$ cat src/sv/mkdlp_pkg.sv
`default_nettype none
// ----------------------------------------------------------------------------
// mkdlp_pkg
// shared types and constants for the multi-key debounce and long-press block
// ----------------------------------------------------------------------------
package mkdlp_pkg;

    localparam int NUM_KEYS_DEFAULT = 5;
    localparam int STAMP_W          = 32;
    localparam int TIME_W           = 16;
    localparam int KEY_FIELD_W      = 3;
    localparam int CFG_IDX_W        = 8;
    localparam int CFG_DATA_W       = 16;

    localparam logic [CFG_IDX_W-1:0] REG_DEBOUNCE   = CFG_IDX_W'(0);
    localparam logic [CFG_IDX_W-1:0] REG_LONG_PRESS = CFG_IDX_W'(1);

    localparam logic [TIME_W-1:0] DEBOUNCE_RESET   = TIME_W'(50);
    localparam logic [TIME_W-1:0] LONG_PRESS_RESET = TIME_W'(2000);

    // per-key status toward the key picker
    typedef struct packed {
        logic short_cand;
        logic long_fire;
    } lane_stat_t;

endpackage : mkdlp_pkg
`default_nettype wire

$ cat src/sv/mkdlp_if.sv
`default_nettype none
// ----------------------------------------------------------------------------
// mkdlp interfaces
// poll, result and configuration channels, valid/ready handshake
// ----------------------------------------------------------------------------
interface mkdlp_poll_if #(
    parameter int NUM_KEYS = mkdlp_pkg::NUM_KEYS_DEFAULT
);
    logic                          valid;
    logic                          ready;
    logic [NUM_KEYS-1:0]           raw_levels;
    logic [mkdlp_pkg::STAMP_W-1:0] now_ms;

    modport source (output valid, output raw_levels, output now_ms, input ready);
    modport sink   (input valid, input raw_levels, input now_ms, output ready);
endinterface : mkdlp_poll_if

interface mkdlp_result_if;
    logic                              valid;
    logic                              ready;
    logic                              short_valid;
    logic [mkdlp_pkg::KEY_FIELD_W-1:0] short_key;
    logic                              long_valid;
    logic [mkdlp_pkg::KEY_FIELD_W-1:0] long_key;

    modport source (output valid, output short_valid, output short_key,
                    output long_valid, output long_key, input ready);
    modport sink   (input valid, input short_valid, input short_key,
                    input long_valid, input long_key, output ready);
endinterface : mkdlp_result_if

interface mkdlp_cfg_if;
    logic                             valid;
    logic                             ready;
    logic [mkdlp_pkg::CFG_IDX_W-1:0]  index;
    logic [mkdlp_pkg::CFG_DATA_W-1:0] data;

    modport source (output valid, output index, output data, input ready);
    modport sink   (input valid, input index, input data, output ready);
endinterface : mkdlp_cfg_if
`default_nettype wire

$ cat src/sv/mkdlp_key_lane.sv
`default_nettype none
// ----------------------------------------------------------------------------
// mkdlp_key_lane
// debounce, press stamp and long-press state of one key
// ----------------------------------------------------------------------------
module mkdlp_key_lane (
    input  wire logic                          clk,
    input  wire logic                          rst_n,
    input  wire logic                          update,
    input  wire logic                          raw,
    input  wire logic [mkdlp_pkg::STAMP_W-1:0] now_ms,
    input  wire logic [mkdlp_pkg::TIME_W-1:0]  debounce_time,
    input  wire logic [mkdlp_pkg::TIME_W-1:0]  long_press_time,
    input  wire logic                          grant,
    output mkdlp_pkg::lane_stat_t              stat
);
    import mkdlp_pkg::*;

    logic               sampled_reg, sampled_next;
    logic               stable_reg, stable_next;
    logic [STAMP_W-1:0] change_reg, change_next;
    logic [STAMP_W-1:0] press_reg, press_next;
    logic               reported_reg, reported_next;
    logic               fired_reg, fired_next;

    logic               changed;
    logic               accept;
    logic               rising;
    logic               falling;
    logic               fired_mid;
    logic               reported_mid;
    logic               long_fire;
    logic [STAMP_W-1:0] held;

    always_comb
    begin
        changed      = raw != sampled_reg;
        sampled_next = raw;
        change_next  = changed ? now_ms : change_reg;
        accept       = (now_ms - change_next) >= STAMP_W'(debounce_time);
        rising       = accept && raw && !stable_reg;
        falling      = accept && !raw && stable_reg;
        stable_next  = accept ? raw : stable_reg;
        press_next   = rising ? now_ms : press_reg;
        fired_mid    = (rising || falling) ? 1'b0 : fired_reg;
        reported_mid = falling ? 1'b0 : reported_reg;
        held         = now_ms - press_next;
        long_fire    = accept && raw && !fired_mid && (held >= STAMP_W'(long_press_time));
        fired_next   = fired_mid || long_fire;
        stat.long_fire  = long_fire;
        stat.short_cand = stable_next && !reported_mid && !fired_next
                          && (held < STAMP_W'(long_press_time));
        reported_next   = reported_mid || grant;
    end

    always_ff @(posedge clk or negedge rst_n)
    begin
        if (!rst_n)
        begin
            sampled_reg  <= 1'b0;
            stable_reg   <= 1'b0;
            change_reg   <= '0;
            press_reg    <= '0;
            reported_reg <= 1'b0;
            fired_reg    <= 1'b0;
        end
        else if (update)
        begin
            sampled_reg  <= sampled_next;
            stable_reg   <= stable_next;
            change_reg   <= change_next;
            press_reg    <= press_next;
            reported_reg <= reported_next;
            fired_reg    <= fired_next;
        end
    end

endmodule : mkdlp_key_lane
`default_nettype wire

$ cat src/sv/mkdlp_picker.sv
`default_nettype none
// ----------------------------------------------------------------------------
// mkdlp_picker
// lowest short-press candidate and highest long-press event across keys
// ----------------------------------------------------------------------------
module mkdlp_picker #(
    parameter int NUM_KEYS = mkdlp_pkg::NUM_KEYS_DEFAULT
) (
    input  wire mkdlp_pkg::lane_stat_t [NUM_KEYS-1:0] stat,
    output logic [NUM_KEYS-1:0]                    grant,
    output logic                                   short_valid,
    output logic [mkdlp_pkg::KEY_FIELD_W-1:0]      short_key,
    output logic                                   long_valid,
    output logic [mkdlp_pkg::KEY_FIELD_W-1:0]      long_key
);
    import mkdlp_pkg::*;

    localparam int KEY_W = (NUM_KEYS > 1) ? $clog2(NUM_KEYS) : 1;
    localparam int EXT_W = (KEY_W > KEY_FIELD_W) ? KEY_W : KEY_FIELD_W;

    logic [KEY_W-1:0] short_idx;
    logic [KEY_W-1:0] long_idx;
    logic [EXT_W-1:0] short_ext;
    logic [EXT_W-1:0] long_ext;

    always_comb
    begin
        short_valid = 1'b0;
        short_idx   = '0;
        grant       = '0;
        for (int i = NUM_KEYS - 1; i >= 0; i--)
        begin
            if (stat[i].short_cand)
            begin
                short_valid = 1'b1;
                short_idx   = KEY_W'(i);
            end
        end
        if (short_valid)
        begin
            grant[short_idx] = 1'b1;
        end
    end

    always_comb
    begin
        long_valid = 1'b0;
        long_idx   = '0;
        for (int i = 0; i < NUM_KEYS; i++)
        begin
            if (stat[i].long_fire)
            begin
                long_valid = 1'b1;
                long_idx   = KEY_W'(i);
            end
        end
    end

    assign short_ext = EXT_W'(short_idx);
    assign long_ext  = EXT_W'(long_idx);
    assign short_key = short_ext[KEY_FIELD_W-1:0];
    assign long_key  = long_ext[KEY_FIELD_W-1:0];

endmodule : mkdlp_picker
`default_nettype wire

$ cat src/sv/multi_key_debounce_long_press.sv
`default_nettype none
// a poll waits in the input stage, and its result word is registered in the output stage
// throughput: one poll per cycle if not stalled; key lanes update as a poll leaves the input stage
// the input stage keeps taking polls while a result waits, until both stages are full
// reset: asynchronous, clears all key state, both stages empty,
// debounce time 50 ms and long-press time 2000 ms
// ----------------------------------------------------------------------------
// multi_key_debounce_long_press
// per-key debounce with short-press report and long-press event per poll
// ----------------------------------------------------------------------------
module multi_key_debounce_long_press #(
    parameter int NUM_KEYS = mkdlp_pkg::NUM_KEYS_DEFAULT
) (
    input  wire logic              clk,
    input  wire logic              rst_n,
    mkdlp_poll_if.sink             poll,
    mkdlp_result_if.source         result,
    mkdlp_cfg_if.sink              cfg
);
    import mkdlp_pkg::*;

    logic [TIME_W-1:0] debounce_reg;
    logic [TIME_W-1:0] long_press_reg;

    logic                s1_valid_reg, s1_valid_next;
    logic [NUM_KEYS-1:0] s1_levels_reg;
    logic [STAMP_W-1:0]  s1_now_reg;

    logic                   out_valid_reg, out_valid_next;
    logic                   out_short_valid_reg;
    logic [KEY_FIELD_W-1:0] out_short_key_reg;
    logic                   out_long_valid_reg;
    logic [KEY_FIELD_W-1:0] out_long_key_reg;

    logic out_load;
    logic s1_fire;
    logic poll_take;

    lane_stat_t [NUM_KEYS-1:0] stat;
    logic [NUM_KEYS-1:0]       grant;
    logic                      pick_short_valid;
    logic [KEY_FIELD_W-1:0]    pick_short_key;
    logic                      pick_long_valid;
    logic [KEY_FIELD_W-1:0]    pick_long_key;

    // configuration
    assign cfg.ready = 1'b1;

    always_ff @(posedge clk or negedge rst_n)
    begin
        if (!rst_n)
        begin
            debounce_reg   <= DEBOUNCE_RESET;
            long_press_reg <= LONG_PRESS_RESET;
        end
        else if (cfg.valid)
        begin
            case (cfg.index)
                REG_DEBOUNCE:   debounce_reg   <= cfg.data;
                REG_LONG_PRESS: long_press_reg <= cfg.data;
                default:        ;
            endcase
        end
    end

    // handshake
    assign out_load   = !out_valid_reg || result.ready;
    assign s1_fire    = s1_valid_reg && out_load;
    assign poll.ready = !s1_valid_reg || out_load;
    assign poll_take  = poll.valid && poll.ready;

    always_comb
    begin
        s1_valid_next  = poll_take || (s1_valid_reg && !s1_fire);
        out_valid_next = s1_fire || (out_valid_reg && !result.ready);
    end

    always_ff @(posedge clk or negedge rst_n)
    begin
        if (!rst_n)
        begin
            s1_valid_reg  <= 1'b0;
            out_valid_reg <= 1'b0;
        end
        else
        begin
            s1_valid_reg  <= s1_valid_next;
            out_valid_reg <= out_valid_next;
        end
    end

    always_ff @(posedge clk)
    begin
        if (poll_take)
        begin
            s1_levels_reg <= poll.raw_levels;
            s1_now_reg    <= poll.now_ms;
        end
        if (s1_fire)
        begin
            out_short_valid_reg <= pick_short_valid;
            out_short_key_reg   <= pick_short_key;
            out_long_valid_reg  <= pick_long_valid;
            out_long_key_reg    <= pick_long_key;
        end
    end

    // key lanes
    for (genvar k = 0; k < NUM_KEYS; k++)
    begin : g_lane
        mkdlp_key_lane u_lane (
            .clk             (clk),
            .rst_n           (rst_n),
            .update          (s1_fire),
            .raw             (s1_levels_reg[k]),
            .now_ms          (s1_now_reg),
            .debounce_time   (debounce_reg),
            .long_press_time (long_press_reg),
            .grant           (grant[k]),
            .stat            (stat[k])
        );
    end

    mkdlp_picker #(
        .NUM_KEYS (NUM_KEYS)
    ) u_picker (
        .stat        (stat),
        .grant       (grant),
        .short_valid (pick_short_valid),
        .short_key   (pick_short_key),
        .long_valid  (pick_long_valid),
        .long_key    (pick_long_key)
    );

    assign result.valid       = out_valid_reg;
    assign result.short_valid = out_short_valid_reg;
    assign result.short_key   = out_short_key_reg;
    assign result.long_valid  = out_long_valid_reg;
    assign result.long_key    = out_long_key_reg;

endmodule : multi_key_debounce_long_press
`default_nettype wire

$ cat src/flat_wrapper.sv
// flat-port wrapper written by rule: the top's interface ports become plain ports
module multi_key_debounce_long_press_flat import mkdlp_pkg::*;
#(
    parameter int NUM_KEYS = mkdlp_pkg::NUM_KEYS_DEFAULT
)
  (clk, rst_n, poll_valid, poll_raw_levels, poll_now_ms, poll_ready, result_valid, result_short_valid, result_short_key, result_long_valid, result_long_key, result_ready, cfg_valid, cfg_index, cfg_data, cfg_ready);
  mkdlp_poll_if #(.NUM_KEYS(NUM_KEYS)) poll_i ();
  mkdlp_result_if result_i ();
  mkdlp_cfg_if cfg_i ();
  input  wire logic clk;
  input  wire logic rst_n;
  input wire logic [$bits(poll_i.valid)-1:0] poll_valid;
  input wire logic [$bits(poll_i.raw_levels)-1:0] poll_raw_levels;
  input wire logic [$bits(poll_i.now_ms)-1:0] poll_now_ms;
  output wire logic [$bits(poll_i.ready)-1:0] poll_ready;
  output wire logic [$bits(result_i.valid)-1:0] result_valid;
  output wire logic [$bits(result_i.short_valid)-1:0] result_short_valid;
  output wire logic [$bits(result_i.short_key)-1:0] result_short_key;
  output wire logic [$bits(result_i.long_valid)-1:0] result_long_valid;
  output wire logic [$bits(result_i.long_key)-1:0] result_long_key;
  input wire logic [$bits(result_i.ready)-1:0] result_ready;
  input wire logic [$bits(cfg_i.valid)-1:0] cfg_valid;
  input wire logic [$bits(cfg_i.index)-1:0] cfg_index;
  input wire logic [$bits(cfg_i.data)-1:0] cfg_data;
  output wire logic [$bits(cfg_i.ready)-1:0] cfg_ready;
  assign poll_i.valid = poll_valid;
  assign poll_i.raw_levels = poll_raw_levels;
  assign poll_i.now_ms = poll_now_ms;
  assign poll_ready = poll_i.ready;
  assign result_valid = result_i.valid;
  assign result_short_valid = result_i.short_valid;
  assign result_short_key = result_i.short_key;
  assign result_long_valid = result_i.long_valid;
  assign result_long_key = result_i.long_key;
  assign result_i.ready = result_ready;
  assign cfg_i.valid = cfg_valid;
  assign cfg_i.index = cfg_index;
  assign cfg_i.data = cfg_data;
  assign cfg_ready = cfg_i.ready;
  multi_key_debounce_long_press #(.NUM_KEYS(NUM_KEYS)) u_core (.clk(clk), .rst_n(rst_n), .poll(poll_i), .result(result_i), .cfg(cfg_i));
endmodule
$ cat config.mk
export PLATFORM = sky130hd
export DESIGN_NAME = multi_key_debounce_long_press_flat
export DESIGN_NICKNAME = d
export VERILOG_FILES = /design/src/sv/mkdlp_pkg.sv /design/src/sv/mkdlp_if.sv /design/src/sv/mkdlp_key_lane.sv /design/src/sv/mkdlp_picker.sv /design/src/sv/multi_key_debounce_long_press.sv /design/src/flat_wrapper.sv
export SDC_FILE = /design/constraint.sdc
export NUM_CORES = 2
export LEC_CHECK = 0
export ABC_CLOCK_PERIOD_IN_PS = 14250
export BUFFER_PORTS_ARGS = -buffer_cell sky130_fd_sc_hd__buf_2
export CELL_PAD_IN_SITES_DETAIL_PLACEMENT = 0
export CELL_PAD_IN_SITES_GLOBAL_PLACEMENT = 1
export CORE_MARGIN = 4
export CORE_UTILIZATION = 40
export DETAILED_ROUTE_END_ITERATION = 8
export PLACE_DENSITY = 0.73
export REMOVE_ABC_BUFFERS = 1
export SYNTH_ARGS = -nofsm -noshare
export SYNTH_HDL_FRONTEND = slang
export SYNTH_SLANG_ARGS = --single-unit
export TNS_END_PERCENT = 10
$ cat constraint.sdc
create_clock -name clk -period 14.25 [get_ports clk]
set_input_delay 0.7125 -clock clk [delete_from_list [all_inputs] [get_ports clk]]
set_output_delay 0.7125 -clock clk [all_outputs]
set_load 0.01 [all_outputs]
Word-level counts from Yosys, hierarchy flattened. Cells that the tools add are included.

Register bits: 419. Input port bits: 66. Logic and storage cells: 217.

Add/subtract/negate cells: 10. Magnitude comparators: 17. Equal/unequal tests: 6. Muxes and demuxes: 42. Reduce and logical (&&, ||, !) cells: 102.

Operators by type and width (number): 32-bit by 16-bit >= comparator with 1-bit output (10); 32-bit 2-to-1 mux (10); 32-bit subtractor (10); 32-bit by 16-bit < comparator with 1-bit output (5); 1-bit logical AND (50); 1-bit zero test (29); 1-bit 2-to-1 mux (23); 3-bit 2-to-1 mux (7); 1-bit logical OR (19); 8-bit by 1-bit equality test with 1-bit output, second input constant (1); 8-bit zero test (1); 5-bit 2-to-1 mux (1); 1-bit inequality test (5); 3-bit by 4-bit < comparator with 1-bit output, second input constant (1); 2-bit AND reduction (2); 4-bit OR reduction (1); 1-bit demux with 3-bit select (1); 3-bit by 1-bit >= comparator with 1-bit output, second input constant (1).

Longest topological paths before layout.
Word-level depth: 26. Gate-level depth with buffers: 57.

Hierarchy. Synthesis repeated with hierarchy kept, for this count alone.

Cells, all modules: 5950. Area, all modules: 46185.5 sq um.

By module, submodules not included: mkdlp_key_lane at u_core.g_lane[1].u_lane ... (times used 3, cells an instance 1179, area each 8675.8 sq um, seq. area each 1701.6 sq um); mkdlp_key_lane at u_core.g_lane[4].u_lane (times used 1, cells an instance 1155, area each 8749.6 sq um, seq. area each 1701.6 sq um); mkdlp_key_lane at u_core.g_lane[0].u_lane (times used 1, cells an instance 1111, area each 8525.7 sq um, seq. area each 1701.6 sq um); multi_key_debounce_long_press (times used 1, cells an instance 126, area each 2775.2 sq um, seq. area each 2213.4 sq um); mkdlp_picker (times used 1, cells an instance 21, area each 107.6 sq um, seq. area each 0.0 sq um).

Least setup slack after synthesis. OpenSTA, ideal clock, no wires.

Kind: register to register. From: register u_core.s1_levels_reg[3]. To: register u_core.out_short_key_reg[2], in the netlist u_core.result.short_key[2] (data pin). Library setup time: 0.256 ns. Data arrival time: 10.900 ns. Path slack: 3.094 ns. Stages on the path, launching flop included: 50. Path buffers: 7. Cells stage by stage: edfxtp_1 > xnor2_1 > clkbuf_1 > clkbuf_1 > clkbuf_1 > buf_1 > mux2i_1 > ha_1 > clkbuf_1 > a21o_1 > a21oi_1 > o21ai_0 > a41o_1 > a31o_2 > xor2_1 > ha_1 > nand2_1 > nor2_1 > [... 14 more ...] > a21o_1 > a21oi_1 > nor3_1 > nand3_1 > inv_1 > or3_1 > a21o_1 > a21oi_1 > xnor2_1 > ha_1 > and4_1 > nand4_1 > nor2_1 > or3_1 > a221o_1 > nor3_1 > nand3_1 > and4b_1.

Longest elaborated chain between the ends: 19. Elaborated cells on any way between the ends: 30. Classes of those cells: add/sub: 2; order compare: 3; eq/ne: 1; mux: 9; reduce/logical: 15.

Ends and longest elaborated chain: from (decl) (line multi_key_debounce_long_press.sv:26) `logic [NUM_KEYS-1:0] s1_levels_reg;`; from (signal assigned) (line multi_key_debounce_long_press.sv:96) `s1_levels_reg <= poll.raw_levels;`; parallel branches: the longest is 14 deep, another holds 32-bit subtractor; 1-bit logical AND * (line mkdlp_key_lane.sv:52) `&& (held < STAMP_W'(long_press_time));`; 3-bit 2-to-1 mux * (4 in series) (line mkdlp_picker.sv:33) `if (stat[i].short_cand)`; via u_core.pick_short_key[2] (line multi_key_debounce_long_press.sv:42) `logic [KEY_FIELD_W-1:0] pick_short_key;`; to (signal assigned) (line multi_key_debounce_long_press.sv:102) `out_short_key_reg <= pick_short_key;`; to (decl) (line multi_key_debounce_long_press.sv:31) `logic [KEY_FIELD_W-1:0] out_short_key_reg;`.

Mark *: on every way through the listed nets, which the timed path passes. A chain may end at the register's enable or synchronous reset.

Final worst setup path.
From: register u_core.s1_levels_reg[2]. To: register u_core.out_short_key_reg[2], in the netlist u_core.result.short_key[2] (data pin).

Longest elaborated chain between the ends: 18. Elaborated cells on any way between the ends: 29. Classes of those cells: add/sub: 2; order compare: 3; eq/ne: 1; mux: 8; reduce/logical: 15.

Ends and longest elaborated chain (line): parallel branches: the longest is 14 deep, another holds 32-bit subtractor; 1-bit logical AND * (mkdlp_key_lane.sv:52); 3-bit 2-to-1 mux * (3 in series) (mkdlp_picker.sv:33); via u_core.pick_short_key[2] (multi_key_debounce_long_press.sv:42).

Marks and branches as above.

==> summary.txt <==
Status
  • Status: finished, final reports clean

Power
  • Maximum VDD drop: 0.124 mV
  • Combinational share of power: 58.8%
  • Net Sw Frac: 45.4%
  • Clock share of power: 18.9%
  • Cell area power density: 179 mW/mm2
  • Pint: 0.00432 W
  • Sw Pwr: 0.00359 W
  • Sequential Power Share: 22.2%
  • Leak: 19.7 nW

Worst setup path
  • Worst setup EP type: register
  • Crit start category: register
  • Arr. time, crit path: 13.81 ns
  • Largest fanout on the critical path: 37
  • Cell repeated most along the worst path: o21ai_0
  • Req. time, crit path: 14.68 ns
  • Crit path largest cell delay: 0.77 ns
  • Max stage delay cell, worst path: o311ai_4
  • Critical path class: reg -> reg

Clock network
  • Max Root-Sink Buffers: 3
  • Clock root cell: clkbuf_16
  • CTS tree: built
  • Post-CTS Hold Buffers: 0
  • Post-CTS setup buffer count: 0
  • Num CTS Buffers: 56
  • Clock slew at reported path FFs: 0.06 ns
  • CTS sink count: 419
  • Worst skew pair latency: 0.68 ns
  • Cts repair resizes: 0
  • Htree depth: 2

Layout
  • Nets: 5,323
  • Area Growth Syn to Fin: 9.48%
  • Layout cell share with drive strength beyond 1: 9.36%
  • Util after Layout: 44.2%
  • Filler Cell Count: 9,927

Detailed routing
  • Total number of vias: 36,800
  • Residual DRC: 0
  • Initial DRT Pass Iterations: 9
  • WL per Instance: 23.0 um
  • Routed wire length: 142,000 um
  • Post-DRT Antenna Nets: 0
  • Initial DRC count: 2,785
  • Vias per cell: 5.97

STA
  • Final Critical Period: 13.39 ns
  • Setup_tns: 0 ns
  • Fmax achieved: 74.7 MHz
  • Final period utilization: 93.9%
  • RSZ-0062 raised after global routing: false
  • Slew Viols, Final: 0
  • Clock Skew: 0.0301 ns
  • Slew @ Worst Pin: 1.27 ns
  • Hold Vio Cnt, Final: 0
  • Final setup viols: 0
  • Worst slew margin: 15.3%

Synthesis
  • Largest area contributor in the synthesized netlist: dfrtp_1
  • Warnings from Yosys: 0
  • Mapped Cells: 4,812
  • Netlist cell types: 103
  • Ys async rst share: 89.3%
  • Post-Syn Area: 0.0403 mm2
  • Yosys top cell area share: 22.6%
  • Post-synth EDFFs: 45
  • Avg Cell Area, Syn: 8.38 um2
  • Largest cells by area after synthesis: dfrtp_1 23%, ha_1 14%, o21ai_0 5.9%
  • Commonest cells post-synth: 535 x nand2_1, 474 x o21ai_0, 442 x ha_1, 384 x a21oi_1, 365 x dfrtp_1
  • Sequential share of the synthesized area: 26.6%
  • Dominant cell by count in the synthesized netlist: nand2_1
  • Post-synthesis register bit count: 419
  • Primary FF master, synth: dfrtp_1

Die
  • Die area: 0.106 mm2
  • Initial Util: 40.3%
  • Core area: 0.100 mm2
  • Die H: 326 um
  • Rows: 116
  • I/O pin cnt: 77
  • Width of the die: 326 um

GRT
  • Global route overflow: 0
  • Pin count of the biggest net entering global routing: 94
  • First-pass GRT wire length: 215,000 um
  • Vias in the first global route: 35,700
  • GRT Total Usage: 26.0%
  • Initial antenna violation count: 6

Hold path
  • Worst hold-check path type: in -> async

Placement
  • Post-DP HPWL: 106,000 um
  • I/O Buffers: 75
  • GPL Wtd Cong: 0.976

Flow run
  • Max-capacitance violation count: 0
==> worst max-delay path, delay by kind of cell, from the launching register on <==
family          cells  cell delay (ns)
compound gates     23             6.65
fa+ha+maj           4             1.10
mux                 1             0.15
simple gates       11             3.01
xor+xnor            3             0.54
buf+inv             3             1.28
flops               1             0.39
==> stage by stage <==
step	power (W)	setup slack [ns]	hold WS [ns]	area, um2	std cells
floorplan	0.00518	0.0672	0.417	39500	4587
global placement	0.00636	0.951	0.457	42200	6046
detailed placement	0.00637	0.851	0.462	42200	6047
CTS	0.00792	0.774	0.0759	44100	6151
global route	0.00857	0.396	0.128	44100	6151
finish	0.00792	0.864	0.0363	44200	6153
==> cell usage in the layout (no fill, tap or decap), drive strengths merged, types with 45 or more instances in the layout <==
master    n
mux2    127
o21a     60
nand4    75
inv     156
nor2    310
nand2b   92
a21oi   385
xor2     77
xnor2   150
nor2b    88
mux2i   231
ha      442
o21ai   486
nand2   535
a21o    145
dfrtp   365
clkbuf   78
a31oi    47
nand3    70
edfxtp   45
a211oi   45
buf     162
nor3     69
==> metal layers <==
layer,track usage (%),routed length (um),up-vias
li1,-,-,17700
met1,34.6,63600,17700
met2,43.0,64200,1007
met3,2.98,7000,296
met4,11.0,6870,2
met5,0,8,-
==> cell families after synthesis <==
group / after synthesis / share of synthesized area (%)
other cells: 1 / 0.00930
buf+inv: 381 / 3.60
xor+xnor: 227 / 4.99
compound gates: 1516 / 23.7
simple gates: 1430 / 17.0
flops: 419 / 26.6
fa+ha+maj: 480 / 14.9
mux: 358 / 9.28
==> layout make-up <==
| type | count | area, um2 | share of cell area, % |
|---|---|---|---|
| multi-input cells | 4012 | 28300 | 64.0 |
| flip-flops and latches | 419 | 10700 | 24.3 |
| clock buffers | 78 | 1630 | 3.68 |
| well taps | 1298 | 1620 | 3.68 |
| repair buffers | 162 | 1040 | 2.35 |
| inverters | 156 | 586 | 1.33 |
| clock inverters | 26 | 295 | 0.669 |
| diodes | 2 | 5.00 | 0.0113 |
==> path summary, 6_finish.rpt <==
| path | start | end | slack [ns] | cells after the start |
|---|---|---|---|---|
| max | u_core.s1_levels_reg[2]$_DFFE_PP_ | u_core.result.short_key[2]$_DFFE_PP_ | 0.86 | 45 |
| min | rst_n | u_core.g_lane[3].u_lane.change_reg[13]$_DFFE_PN0P_ | 0.04 | 1 |
| max reg2reg | u_core.s1_levels_reg[2]$_DFFE_PP_ | u_core.result.short_key[2]$_DFFE_PP_ | 0.86 | 45 |
| min reg2reg | u_core.g_lane[2].u_lane.press_reg[15]$_DFFE_PN0P_ | u_core.g_lane[2].u_lane.press_reg[15]$_DFFE_PN0P_ | 0.48 | 2 |
| max in group asynchronous | rst_n | u_core.g_lane[0].u_lane.press_reg[25]$_DFFE_PN0P_ | 11.90 | 3 |
| min in group clk | poll_now_ms[21] | u_core.s1_now_reg[21]$_DFFE_PP_ | 0.21 | 1 |
==> power groups by stage <==
stage / Clock [W] / Combinational, W / Sequential, W
2_1_floorplan: 0 / 0.00345 / 0.00173
3_3_place_gp: 0 / 0.00460 / 0.00177
3_5_place_dp: 0 / 0.00460 / 0.00178
4_1_cts: 0.00154 / 0.00463 / 0.00176
5_1_grt: 0.00158 / 0.00518 / 0.00180
6_report: 0.00150 / 0.00466 / 0.00176
Power figures use the tool's default switching activity.
